$ cat src/hdl/hpts_pkg.sv
`timescale 1ns / 1ps
// ----------------------------------------------------------------------------
// hpts_pkg: shared types and constants for the heater plate plant step
// Reset values, command codes, register indexes and a saturation helper.
// ----------------------------------------------------------------------------
package hpts_pkg;

  localparam int unsigned CfgW = 31;
  localparam int unsigned IdxW = 3;

  localparam logic [1:0] CMD_TICK = 2'd0;
  localparam logic [1:0] CMD_SET_CURRENT = 2'd1;
  localparam logic [1:0] CMD_LOAD_CHANGE = 2'd2;

  localparam logic [IdxW-1:0] REG_AMBIENT = 3'd0;
  localparam logic [IdxW-1:0] REG_LOAD_AMB_G = 3'd1;
  localparam logic [IdxW-1:0] REG_PLATE_AMB_G = 3'd2;
  localparam logic [IdxW-1:0] REG_PLATE_LOAD_G = 3'd3;
  localparam logic [IdxW-1:0] REG_SUPPLY_V = 3'd4;
  localparam logic [IdxW-1:0] REG_SLEW = 3'd5;
  localparam logic [IdxW-1:0] REG_MAX_I = 3'd6;
  localparam logic [IdxW-1:0] REG_PLATE_C = 3'd7;

  localparam logic [CfgW-1:0] RST_AMBIENT = 31'd19529728;
  localparam logic [CfgW-1:0] RST_LOAD_AMB_G = 31'd4915200;
  localparam logic [CfgW-1:0] RST_PLATE_AMB_G = 31'd983040;
  localparam logic [CfgW-1:0] RST_PLATE_LOAD_G = 31'd3276800;
  localparam logic [CfgW-1:0] RST_SUPPLY_V = 31'd7864320;
  localparam logic [CfgW-1:0] RST_SLEW = 31'd524288;
  localparam logic [CfgW-1:0] RST_MAX_I = 31'd3276800;
  localparam logic [CfgW-1:0] RST_PLATE_C = 31'd22607381;
  localparam logic signed [31:0] RST_LOAD_T = 32'sd18546688;
  localparam logic [CfgW-1:0] RST_LOAD_C = 31'd273940480;

  typedef struct packed {
    logic       start;
    logic       is_mul;
    logic signed [63:0] a;
    logic signed [32:0] b;
  } hpts_op_t;

  function automatic logic signed [31:0] sat32(input logic signed [65:0] v);
    if (v > 66'sd2147483647) return 32'sh7fffffff;
    else if (v < -66'sd2147483648) return 32'sh80000000;
    else return v[31:0];
  endfunction

endpackage

$ cat src/hdl/hpts_alu.sv
`timescale 1ns / 1ps
// ----------------------------------------------------------------------------
// hpts_alu: shared multi-cycle arithmetic unit
// Signed multiply (a*b >>> 16, toward zero) over 33 shift-add steps, or
// signed divide (a*65536 / b, toward zero) over 80 restoring steps.
// ----------------------------------------------------------------------------
module hpts_alu (
  input  logic                    clk,
  input  logic                    rst,
  input  hpts_pkg::hpts_op_t      op,
  output logic                    done,
  output logic signed [63:0]      res
);
  import hpts_pkg::*;

  logic        busy, mode, neg;
  logic [6:0]  cnt;
  logic [79:0] acc;
  logic [63:0] mag_a;
  logic [32:0] mag_b;
  logic [80:0] rem;
  logic [63:0] quo;
  logic [80:0] rem_sh;
  logic [80:0] dsub;

  assign rem_sh = {rem[79:0], mag_a[63]};
  assign dsub = rem_sh - {48'd0, mag_b};

  always_ff @(posedge clk) begin
    if (rst) begin
      busy <= 1'b0;
      done <= 1'b0;
    end else begin
      done <= busy && !op.start && (cnt == 7'd0);
      if (op.start) begin
        busy <= 1'b1;
        mode <= op.is_mul;
        neg <= op.a[63] ^ op.b[32];
        mag_a <= op.a[63] ? 64'(-op.a) : 64'(op.a);
        mag_b <= op.b[32] ? 33'(-op.b) : 33'(op.b);
        acc <= '0;
        rem <= '0;
        quo <= '0;
        cnt <= op.is_mul ? 7'd33 : 7'd80;
      end else if (busy) begin
        if (cnt == 7'd0) begin
          busy <= 1'b0;
        end else begin
          cnt <= cnt - 7'd1;
          if (mode) begin
            if (mag_b[0]) acc <= acc + {16'd0, mag_a};
            mag_a <= {mag_a[62:0], 1'b0};
            mag_b <= {1'b0, mag_b[32:1]};
          end else begin
            mag_a <= {mag_a[62:0], 1'b0};
            if (!dsub[80]) begin
              rem <= dsub;
              quo <= {quo[62:0], 1'b1};
            end else begin
              rem <= rem_sh;
              quo <= {quo[62:0], 1'b0};
            end
          end
        end
      end
    end
  end

  logic [63:0] mag_r;
  always_comb begin
    mag_r = mode ? acc[79:16] : quo;
    res = neg ? -$signed(mag_r) : $signed(mag_r);
  end

endmodule

$ cat src/hdl/heater_plate_thermal_plant_step_top.sv
`timescale 1ns / 1ps
// ----------------------------------------------------------------------------
// heater_plate_thermal_plant_step_top: heated plate plant emulator
// Input channel in_valid/in_stall carries a command; output channel
// out_valid/out_stall returns the state after it.
// ----------------------------------------------------------------------------
// Usage:
//   A command transfer on the input channel is taken when in_valid is high
//   and in_stall low. Every command produces exactly one output transfer
//   holding load_temp, plate_temp and heater_current.
//   A tick runs 13 operations on one shared multiply/divide unit, and
//   out_valid rises once the last of them has finished. Set current uses
//   one multiply; a load change or an unused command goes straight to the
//   output state. in_stall is high from the transfer until the result
//   has been taken, so no new command is taken before then.
//   The result sits in an output register; while out_stall is high it holds
//   and no new command is taken.
//   Synchronous reset loads the default registers and plant state and clears
//   out_valid. Configuration writes (cfg_we, cfg_index, cfg_data) are
//   taken in any cycle but belong only in idle periods.
// ----------------------------------------------------------------------------
module heater_plate_thermal_plant_step_top (
  input  logic                          clk,
  input  logic                          rst,
  input  logic                          in_valid,
  output logic                          in_stall,
  input  logic [1:0]                    cmd,
  input  logic [30:0]                   time_step,
  input  logic signed [31:0]            requested_current,
  input  logic [30:0]                   new_load_heat_capacity,
  input  logic [30:0]                   new_load_temp,
  output logic                          out_valid,
  input  logic                          out_stall,
  output logic signed [31:0]            load_temp,
  output logic signed [31:0]            plate_temp,
  output logic [30:0]                   heater_current,
  input  logic                          cfg_we,
  input  logic [hpts_pkg::IdxW-1:0]     cfg_index,
  input  logic [hpts_pkg::CfgW-1:0]     cfg_data
);
  import hpts_pkg::*;

  localparam logic [2:0] S_IDLE = 3'd0;
  localparam logic [2:0] S_ISSUE = 3'd1;
  localparam logic [2:0] S_WAIT = 3'd2;
  localparam logic [2:0] S_OUT = 3'd3;

  logic [CfgW-1:0] amb, g_la, g_pa, g_pl, volt, slew, imax, cp;
  logic signed [31:0] lt, pt;
  logic [30:0] cur, lc;
  logic [2:0] state;
  logic [3:0] step;
  logic [30:0] dt;
  logic signed [31:0] req;
  logic signed [31:0] tmp;
  hpts_op_t op;
  logic done;
  logic signed [63:0] res;
  logic signed [31:0] r32;

  hpts_alu u_alu (.clk(clk), .rst(rst), .op(op), .done(done), .res(res));

  assign r32 = sat32(66'(res));
  assign in_stall = (state != S_IDLE);

  function automatic logic [32:0] capv(input logic [30:0] c);
    return (c == 31'd0) ? 33'd1 : {2'b00, c};
  endfunction

  always_comb begin
    op.start = (state == S_ISSUE);
    op.is_mul = 1'b1;
    op.a = '0;
    op.b = '0;
    unique case (step)
      4'd0: begin op.a = 64'($signed({1'b0, amb})) - 64'(lt); op.b = {2'b0, g_la}; end
      4'd1: begin op.a = 64'(tmp); op.b = {2'b0, dt}; end
      4'd2: begin op.is_mul = 1'b0; op.a = 64'(tmp); op.b = capv(lc); end
      4'd3: begin op.a = 64'($signed({1'b0, cur})); op.b = {2'b0, dt}; end
      4'd4: begin op.a = 64'(tmp); op.b = {2'b0, volt}; end
      4'd5: begin op.is_mul = 1'b0; op.a = 64'(tmp); op.b = capv(cp); end
      4'd6: begin op.a = 64'($signed({1'b0, amb})) - 64'(pt); op.b = {2'b0, g_pa}; end
      4'd7: begin op.a = 64'(tmp); op.b = {2'b0, dt}; end
      4'd8: begin op.is_mul = 1'b0; op.a = 64'(tmp); op.b = capv(cp); end
      4'd9: begin op.a = 64'(pt) - 64'(lt); op.b = {2'b0, g_pl}; end
      4'd10: begin op.a = 64'(tmp); op.b = {2'b0, dt}; end
      4'd11: begin op.is_mul = 1'b0; op.a = 64'(tmp); op.b = capv(lc); end
      4'd12: begin op.is_mul = 1'b0; op.a = 64'(tmp); op.b = capv(cp); end
      4'd13: begin op.a = 64'({33'd0, slew}); op.b = {2'b0, dt}; end
      default: begin op.a = '0; op.b = '0; end
    endcase
  end

  logic signed [32:0] tgt, diff, mag;
  always_comb begin
    if (req > $signed({1'b0, imax})) tgt = 33'($signed({1'b0, imax}));
    else if (req < 0) tgt = '0;
    else tgt = 33'(req);
    diff = tgt - $signed({2'b0, cur});
    mag = diff[32] ? -diff : diff;
  end

  always_ff @(posedge clk) begin
    if (rst) begin
      amb <= RST_AMBIENT; g_la <= RST_LOAD_AMB_G; g_pa <= RST_PLATE_AMB_G;
      g_pl <= RST_PLATE_LOAD_G; volt <= RST_SUPPLY_V; slew <= RST_SLEW;
      imax <= RST_MAX_I; cp <= RST_PLATE_C;
      lt <= RST_LOAD_T; pt <= $signed({1'b0, RST_AMBIENT});
      cur <= '0; lc <= RST_LOAD_C;
      state <= S_IDLE; out_valid <= 1'b0;
    end else begin
      if (cfg_we) begin
        unique case (cfg_index)
          REG_AMBIENT: amb <= cfg_data;
          REG_LOAD_AMB_G: g_la <= cfg_data;
          REG_PLATE_AMB_G: g_pa <= cfg_data;
          REG_PLATE_LOAD_G: g_pl <= cfg_data;
          REG_SUPPLY_V: volt <= cfg_data;
          REG_SLEW: slew <= cfg_data;
          REG_MAX_I: imax <= cfg_data;
          REG_PLATE_C: cp <= cfg_data;
          default: ;
        endcase
      end
      unique case (state)
        S_IDLE: begin
          if (in_valid) begin
            dt <= time_step; req <= requested_current;
            if (cmd == CMD_TICK) begin
              step <= 4'd0; state <= S_ISSUE;
            end else if (cmd == CMD_SET_CURRENT) begin
              step <= 4'd13; state <= S_ISSUE;
            end else begin
              if (cmd == CMD_LOAD_CHANGE) begin
                lc <= new_load_heat_capacity;
                lt <= $signed({1'b0, new_load_temp});
              end
              state <= S_OUT;
            end
          end
        end
        S_ISSUE: state <= S_WAIT;
        S_WAIT: begin
          if (done) begin
            state <= (step == 4'd12 || step == 4'd13) ? S_OUT : S_ISSUE;
            step <= step + 4'd1;
            // plate-load energy is kept for the plate update
            if (step != 4'd11) tmp <= r32;
            unique case (step)
              4'd2, 4'd11: lt <= sat32(66'(lt) + 66'(r32));
              4'd5, 4'd8: pt <= sat32(66'(pt) + 66'(r32));
              4'd12: pt <= sat32(66'(pt) - 66'(r32));
              4'd13: begin
                if (66'(mag) <= 66'(res)) cur <= tgt[30:0];
                else if (!diff[32]) cur <= 31'(66'(cur) + 66'(res));
                else cur <= 31'(66'(cur) - 66'(res));
              end
              default: ;
            endcase
          end
        end
        S_OUT: begin
          if (out_valid && !out_stall) begin
            out_valid <= 1'b0;
            state <= S_IDLE;
          end else begin
            out_valid <= 1'b1;
          end
        end
        default: state <= S_IDLE;
      endcase
    end
  end

  assign load_temp = lt;
  assign plate_temp = pt;
  assign heater_current = cur;

endmodule

$ cat config.mk
export PLATFORM = sky130hd
export DESIGN_NAME = heater_plate_thermal_plant_step_top
export DESIGN_NICKNAME = d
export VERILOG_FILES = /design/src/hdl/hpts_pkg.sv /design/src/hdl/hpts_alu.sv /design/src/hdl/heater_plate_thermal_plant_step_top.sv
export SDC_FILE = /design/constraint.sdc
export NUM_CORES = 2
export LEC_CHECK = 0
export BUFFER_PORTS_ARGS = -buffer_cell sky130_fd_sc_hd__buf_4
export CAP_MARGIN = 10
export CORE_MARGIN = 10
export CORE_UTILIZATION = 65
export DETAILED_ROUTE_END_ITERATION = 7
export PLACE_DENSITY = 0.87
export SLEW_MARGIN = 20
export SYNTH_ARGS = -nofsm -noshare
export SYNTH_HDL_FRONTEND = slang
export SYNTH_SLANG_ARGS = --single-unit
$ cat constraint.sdc
create_clock -name clk -period 48.2 [get_ports clk]
set_input_delay 9.64 -clock clk [delete_from_list [all_inputs] [get_ports clk]]
set_output_delay 9.64 -clock clk [all_outputs]
set_load 0.02 [all_outputs]
Word-level counts from Yosys, hierarchy flattened
Cells that the tools add are included.
{"block": "word_totals", "register_bits": 809, "in_bits": 166, "wordCells": 209}
{"block": "classes", "n_addsub": 17, "n_lt_le_gt_ge": 11, "eq_ne": 36, "n_mux": 68, "bitwise_logic": 4, "n_reduce_logical": 45}
{"operator": "$pmux 97 s9", "n": 1}
{"operator": "$mux 80", "n": 8}
{"operator": "$mux 64", "n": 9}
{"operator": "$mux 32", "n": 14}
{"operator": "$mux 33", "n": 8}
{"operator": "$sub 32x32->33", "n": 4}
{"operator": "$neg 64->64", "n": 2}
{"operator": "$pmux 32 s2", "n": 2}
{"operator": "$mux 31", "n": 4}
{"operator": "$gt 33x32->1 const B", "n": 3}
{"operator": "$lt 33x32->1 const B", "n": 3}
{"operator": "$sub 81x33->81", "n": 1}
{"operator": "$add 80x64->80", "n": 1}
{"operator": "$add 32x32->33", "n": 2}
{"operator": "$neg 33->33", "n": 2}
{"operator": "$gt 64x32->1 const B", "n": 1}
{"operator": "$le 33x64->1", "n": 1}
{"operator": "$lt 64x32->1 const B", "n": 1}
{"operator": "$logic_not 31->1", "n": 2}
{"operator": "$sub 33x32->33", "n": 1}
{"operator": "$gt 32x32->1", "n": 1}
{"operator": "$lt 32x1->1 const B", "n": 1}
{"operator": "$add 31x31->31", "n": 1}
{"operator": "$sub 31x31->31", "n": 1}
{"operator": "41 further kinds", "n": 107}

Logic depth before layout (Yosys ltp)
{"block": "depth", "word_depth": 13, "depth_mapped": 48, "ltp_nobuf": 43}

By module
From an unflattened synthesis, not the netlist that was laid out.
{"block": "hier_totals", "hier_cells": 7340, "area_unflattened_um2": 60260.3}
{"mod": "heater_plate_thermal_plant_step_top", "instances": 1, "cells_per_inst": 4633, "area_per_inst_um2": 35809.3}
{"mod": "hpts_alu", "instances": 1, "cells_per_inst": 2707, "area_per_inst_um2": 24451.0}

Least setup slack after synthesis
No wires, ideal clock.
{"block": "synth_timing", "path_type": "input port to flip-flop", "startpoint": "input rst", "endpoint": "register u_alu.quo[0], enable pin", "t_arrival_ns": 24.135, "slack_ns": 23.198, "stages": 4, "path_buffers": 1, "path_cell_list": "clkbuf_1 nand2b_1 o22ai_1 a21boi_0"}
{"block": "synth_between", "elab_chain_cells": 2}
{"item": "start, declared", "line_no": "heater_plate_thermal_plant_step_top.sv:24", "rtl": "input logic rst,"}
{"item": "$not 1->1 (no line)"}
{"item": "$reduce_and 4->1 (no line)"}
{"item": "end signal, assigned", "line_no": "hpts_alu.sv:58", "rtl": "quo <= {quo[62:0], 1'b1};"}
{"item": "end signal, assigned", "line_no": "hpts_alu.sv:61", "rtl": "quo <= {quo[62:0], 1'b0};"}
{"item": "end, declared", "line_no": "hpts_alu.sv:22", "rtl": "logic [63:0] quo;"}
No other way between the ends.
A chain may end at the register's enable or synchronous reset.

Worst setup path in the final report
{"block": "layout_timing", "startpoint": "input rst", "endpoint": "register u_alu.acc[78], enable pin"}
{"block": "layout_between", "elab_chain_cells": 2}
{"item": "$not 1->1 (no line)"}
{"item": "$reduce_and 5->1 (no line)"}
{"item": "end signal, assigned", "line_no": "hpts_alu.sv:51", "rtl": "if (mag_b[0]) acc <= acc + {16'd0, mag_a};"}
{"item": "end, declared", "line_no": "hpts_alu.sv:18", "rtl": "logic [79:0] acc;"}
No other way between the ends.

==> impl_summary.md <==
Run status
The flow ran to the end, and the final reports show no timing, DRC or antenna violations.

Synthesis
The count of distinct cell types in the synthesized netlist is around 90. The sequential fraction of the synthesis area is 34.8%. The fraction of the mapped netlist area in adder cells is 9.09%.

The cell area after technology mapping is 58,700 um2. Summing the areas of all xor and xnor instances in the mapped netlist gives roughly 6.4% of the synthesized area. The mux share of post-synthesis cell area is between 2 and 2.5%. By area, the combinational part of the netlist is dominated by compound AO/OA/AOI/OAI gates. The number of instances in the synthesized netlist is between 7,000 and 8,000. The simple-gate area share of the yosys netlist is roughly 20%.

The synthesis warning total is 0. The synthesized area divided by synthesized cell count is 8.33 um2. The count of flip-flops with a built-in enable after synthesis is between 400 and 500. The fraction of the mapped netlist area in compound gates is between 20% and 30%. The number of synthesized register bits is 806. The async set or reset register ratio after synthesis is 0%. The most instantiated flip-flop cell in the synthesis netlist is sky130_fd_sc_hd__edfxtp_1.

Clock tree
The clock reaches the later pin of the worst-skew pair after 0.73 ns. The number of hold buffers added after CTS was 0. The number of clock buffers added by TritonCTS is 88. In this run the number of H-tree levels came out at 3. The clock sink total is ~810. The buffer count from post-CTS setup fixing is 0. The maximum clock path buffer count is 3.

The clock root buffer is sky130_fd_sc_hd__clkbuf_16. After clock tree synthesis, the clock-pin slew on the worst setup and hold paths is 0.05 ns. The TritonCTS clock tree is built. The post-cts resize count is 0.

Worst setup path
On the critical path, the stage with the largest delay is an instance of sky130_fd_sc_hd__buf_4. For the worst setup path, the data arrival time is approximately 12 ns. The number of buffers and inverters on the critical path is 3. By startpoint and endpoint, the worst setup path is classified as input port to register.

STA classifies the critical path startpoint as an input port. The signal on the critical path passes through buf_8 > nand2b_1 > o22ai_4 > a21boi_4 > buf_4 > o21a_4 > buf_4. Of all nets on the critical path, the largest fanout is 65. In this design, the largest share of critical-path delay is due to buffers and inverters.

The setup slack of the most critical reg-to-reg path is roughly 36 ns. The endpoint type of the worst setup path is a register. Counting stages on the worst path, the most repeated cell is sky130_fd_sc_hd__buf_4.

The largest single stage delay on the critical path is 0.74 ns. Data on the critical path is required at its endpoint by 48.51 ns.

Drt
The number of vias per cell is 6.87. The number of vias after detailed routing is between 50,000 and 60,000. The count of routing violations after the opening detailed-route iteration is between 9,000 and 10,000. After detailed routing, the number of remaining DRC violations is 0. In this run the remaining antenna-violating nets after routing total 0. The detailed-route wire length per cell is 25.7 um. The aggregate routed wire length is roughly 210,000 um.

The number of optimization iterations in the first detailed-route pass is 8.

STA
At the pin with the least slew margin, the transition time is 1.25 ns. For the final routed database, the setup TNS stands at 0 ns. The share of the clock period used by the worst path after layout is approximately 25%. The number of failing hold endpoints at the final stage is 0.

The final-report max-slew violation count is 0. Setup violations remaining at the end of the flow were counted as 0. Setup repair after global routing left no endpoint under its margin.

The minimum period implied by the final worst setup slack is between 10 and 15 ns. The worst-case headroom to the max-slew limit is around 16%. Between clock sinks in the finished design, the worst skew comes to ~0.068 ns. For this run, the top clock speed supported by timing is between 80 and 90 MHz.

Global route
For this run the aggregate overflow at the end of global routing stands at 0. The global-route total usage across every layer is about two fifths. The number of antenna violations at the first check in global routing came to 14. The first global-routing pass estimated 319,000 um of wire. Entering global routing, the biggest net connects 109 pins. The via count of the first global-routing pass is ~53,000.

Min path
The worst min-delay path class is register to register.

Power and ir drop
The share of total power in the clock network is 37.6%. The part of the total power dissipated in combinational logic is between 20 and 25%. Across the VDD grid, the largest voltage drop is around 0.031 mV. The relative contribution of sequential cells to total power is 39.9%. The internal power summed over all cells is about 1.3 mW. The switching share of power is about a third. For this design the ratio of total power to cell area is ~30 nW/um2.

Summed over all nets, the switching power comes to 611 uW. The leakage power total is between 20 and 30 nW.

Finish
In the layout the commonest cells are 955 x sky130_fd_sc_hd__nand2_1, 707 x sky130_fd_sc_hd__a21oi_1, 456 x sky130_fd_sc_hd__nor2_1, 427 x sky130_fd_sc_hd__edfxtp_1, 408 x sky130_fd_sc_hd__ha_1. In the final layout, the share of cells above drive strength 1 is 8.69%. The non-filler instance count after layout is 8,368. The final-stage net count is ~7,700. Leaving out fill and tap cells, the most frequent cell in the layout is sky130_fd_sc_hd__nand2_1. The area growth from synthesis to layout is 10.3%.

Floorplanning
The count of pins on the block boundary is 263. The area enclosed by the die boundary is between 100,000 and 150,000 um2. The die is roughly 320 um tall. The standard cell core area is 89,700 um2. Row generation in the floorplan step produced between 100 and 150 rows.

The horizontal extent of the die is between 300 and 400 um. For this configuration, the core starts out at a cell density of approximately two thirds.

Placed design
The HPWL after detailed placement is about 160,000 um. The count of buffers added on input and output ports is approximately 260. The number of cells in the design after placement is about 8,000. The routability congestion estimate is around 1.0.

Job
The tool flagged a number of max-cap violations equal to 0.
-- cell usage after synthesis, drive strengths merged, types with 18 or more instances --
cell | count | area [um2]
nand3b | 52 | 390
a2111oi | 22 | 193
nor2b | 59 | 369
a21oi | 708 | 3540
o311ai | 21 | 184
xnor2 | 245 | 2150
nor3b | 30 | 225
nand2 | 956 | 3590
or3 | 57 | 357
mux2i | 119 | 1190
or2 | 25 | 156
o41ai | 21 | 184
a31oi | 49 | 307
nor4 | 60 | 382
buf | 40 | 194
o21bai | 48 | 360
ha | 408 | 5100
o21a | 85 | 638
a211o | 24 | 210
a222oi | 18 | 180
inv | 298 | 1120
a22oi | 100 | 751
o31ai | 44 | 330
nand4 | 73 | 463
edfxtp | 427 | 12800
a221oi | 18 | 158
dfxtp | 379 | 7590
o22ai | 28 | 175
and2 | 121 | 757
clkbuf | 365 | 1410
or4 | 41 | 308
nand3 | 169 | 846
a21o | 140 | 1050
nand2b | 111 | 694
nor3 | 143 | 716
and3 | 61 | 382
o21ai | 395 | 1980
xor2 | 186 | 1630
nor2 | 461 | 1730
a211oi | 108 | 811
a32o | 24 | 240
o211ai | 42 | 315
-- tightest hold or removal path, stage by stage (launching register included) --
cell and delay [ns]:
sky130_fd_sc_hd__dfxtp_1 0.30, sky130_fd_sc_hd__nand2_1 0.05, sky130_fd_sc_hd__a21oi_1 0.05
-- state kept, by name, summed over array words and instances (netlist names), 32 cells and up --
name         flops
tmp             32
load_temp       32
u_alu.mag_a     64
req             32
u_alu.quo       64
u_alu.acc       80
u_alu.rem       80
plate_temp      32
-- final timing paths --
kind                    from        endpoint  depth (start not counted)
hold / removal      imax[28]        imax[28]                          2
hold reg to reg     imax[28]        imax[28]                          2
setup / recovery         rst   u_alu.acc[78]                          7
setup reg to reg  u_alu.mode  plate_temp[22]                         29
-- power groups by stage --
stage | clock [mW] | combinational [mW] | sequential, mW
after floorplan | 0 | 0.289 | 0.779
after global placement | 0 | 0.403 | 0.781
after detailed placement | 0 | 0.413 | 0.782
after CTS | 0.724 | 0.418 | 0.767
after global routing | 0.748 | 0.464 | 0.770
final | 0.725 | 0.433 | 0.768
-- layer usage --
layer	wire length [um]	track usage [%]	vias up
li1	-	-	25800
met1	83300	54.2	27200
met2	90900	59.1	3874
met3	28600	9.34	611
met4	12000	19.9	10
met5	69	0	-
-- stage by stage --
| stage | utilization [%] | hold slack, ns | area, um2 | setup slack [ns] | power, mW |
|---|---|---|---|---|---|
| after floorplan | - | 0.436 | 58700 | 23.20 | 1.07 |
| after global placement | 68.7 | 0.441 | 61600 | 35.54 | 1.18 |
| after detailed placement | 68.7 | 0.446 | 61600 | 35.44 | 1.20 |
| after CTS | 72.1 | 0.454 | 64700 | 36.16 | 1.91 |
| after global routing | 72.1 | 0.469 | 64700 | 35.96 | 1.98 |
| final | 72.1 | 0.454 | 64700 | 36.09 | 1.93 |
-- kinds of logic (layout without fill, tap and decap cells) --
group,Yosys count,in the layout
buffers and inverters,703,840
adders and majority gates,422,422
xor gates and xnor gates,431,431
and+or+nand+nor,2492,2492
DFF,806,806
AOI/OAI and AO/OA,2054,2054
other,1,13
muxes,134,134
-- area by class of cell --
type,count,area (um2)
Sequential cell,806,20400
Inverter,298,1120
Clock inverter,49,643
Antenna cell,2,5.00
Multi-Input combinational cell,5544,35800
Tap cell,1176,1470
Timing Repair Buffer,377,2860
Fill cell,6830,25000
Clock buffer,116,2410
Power figures use the tool's default switching activity.
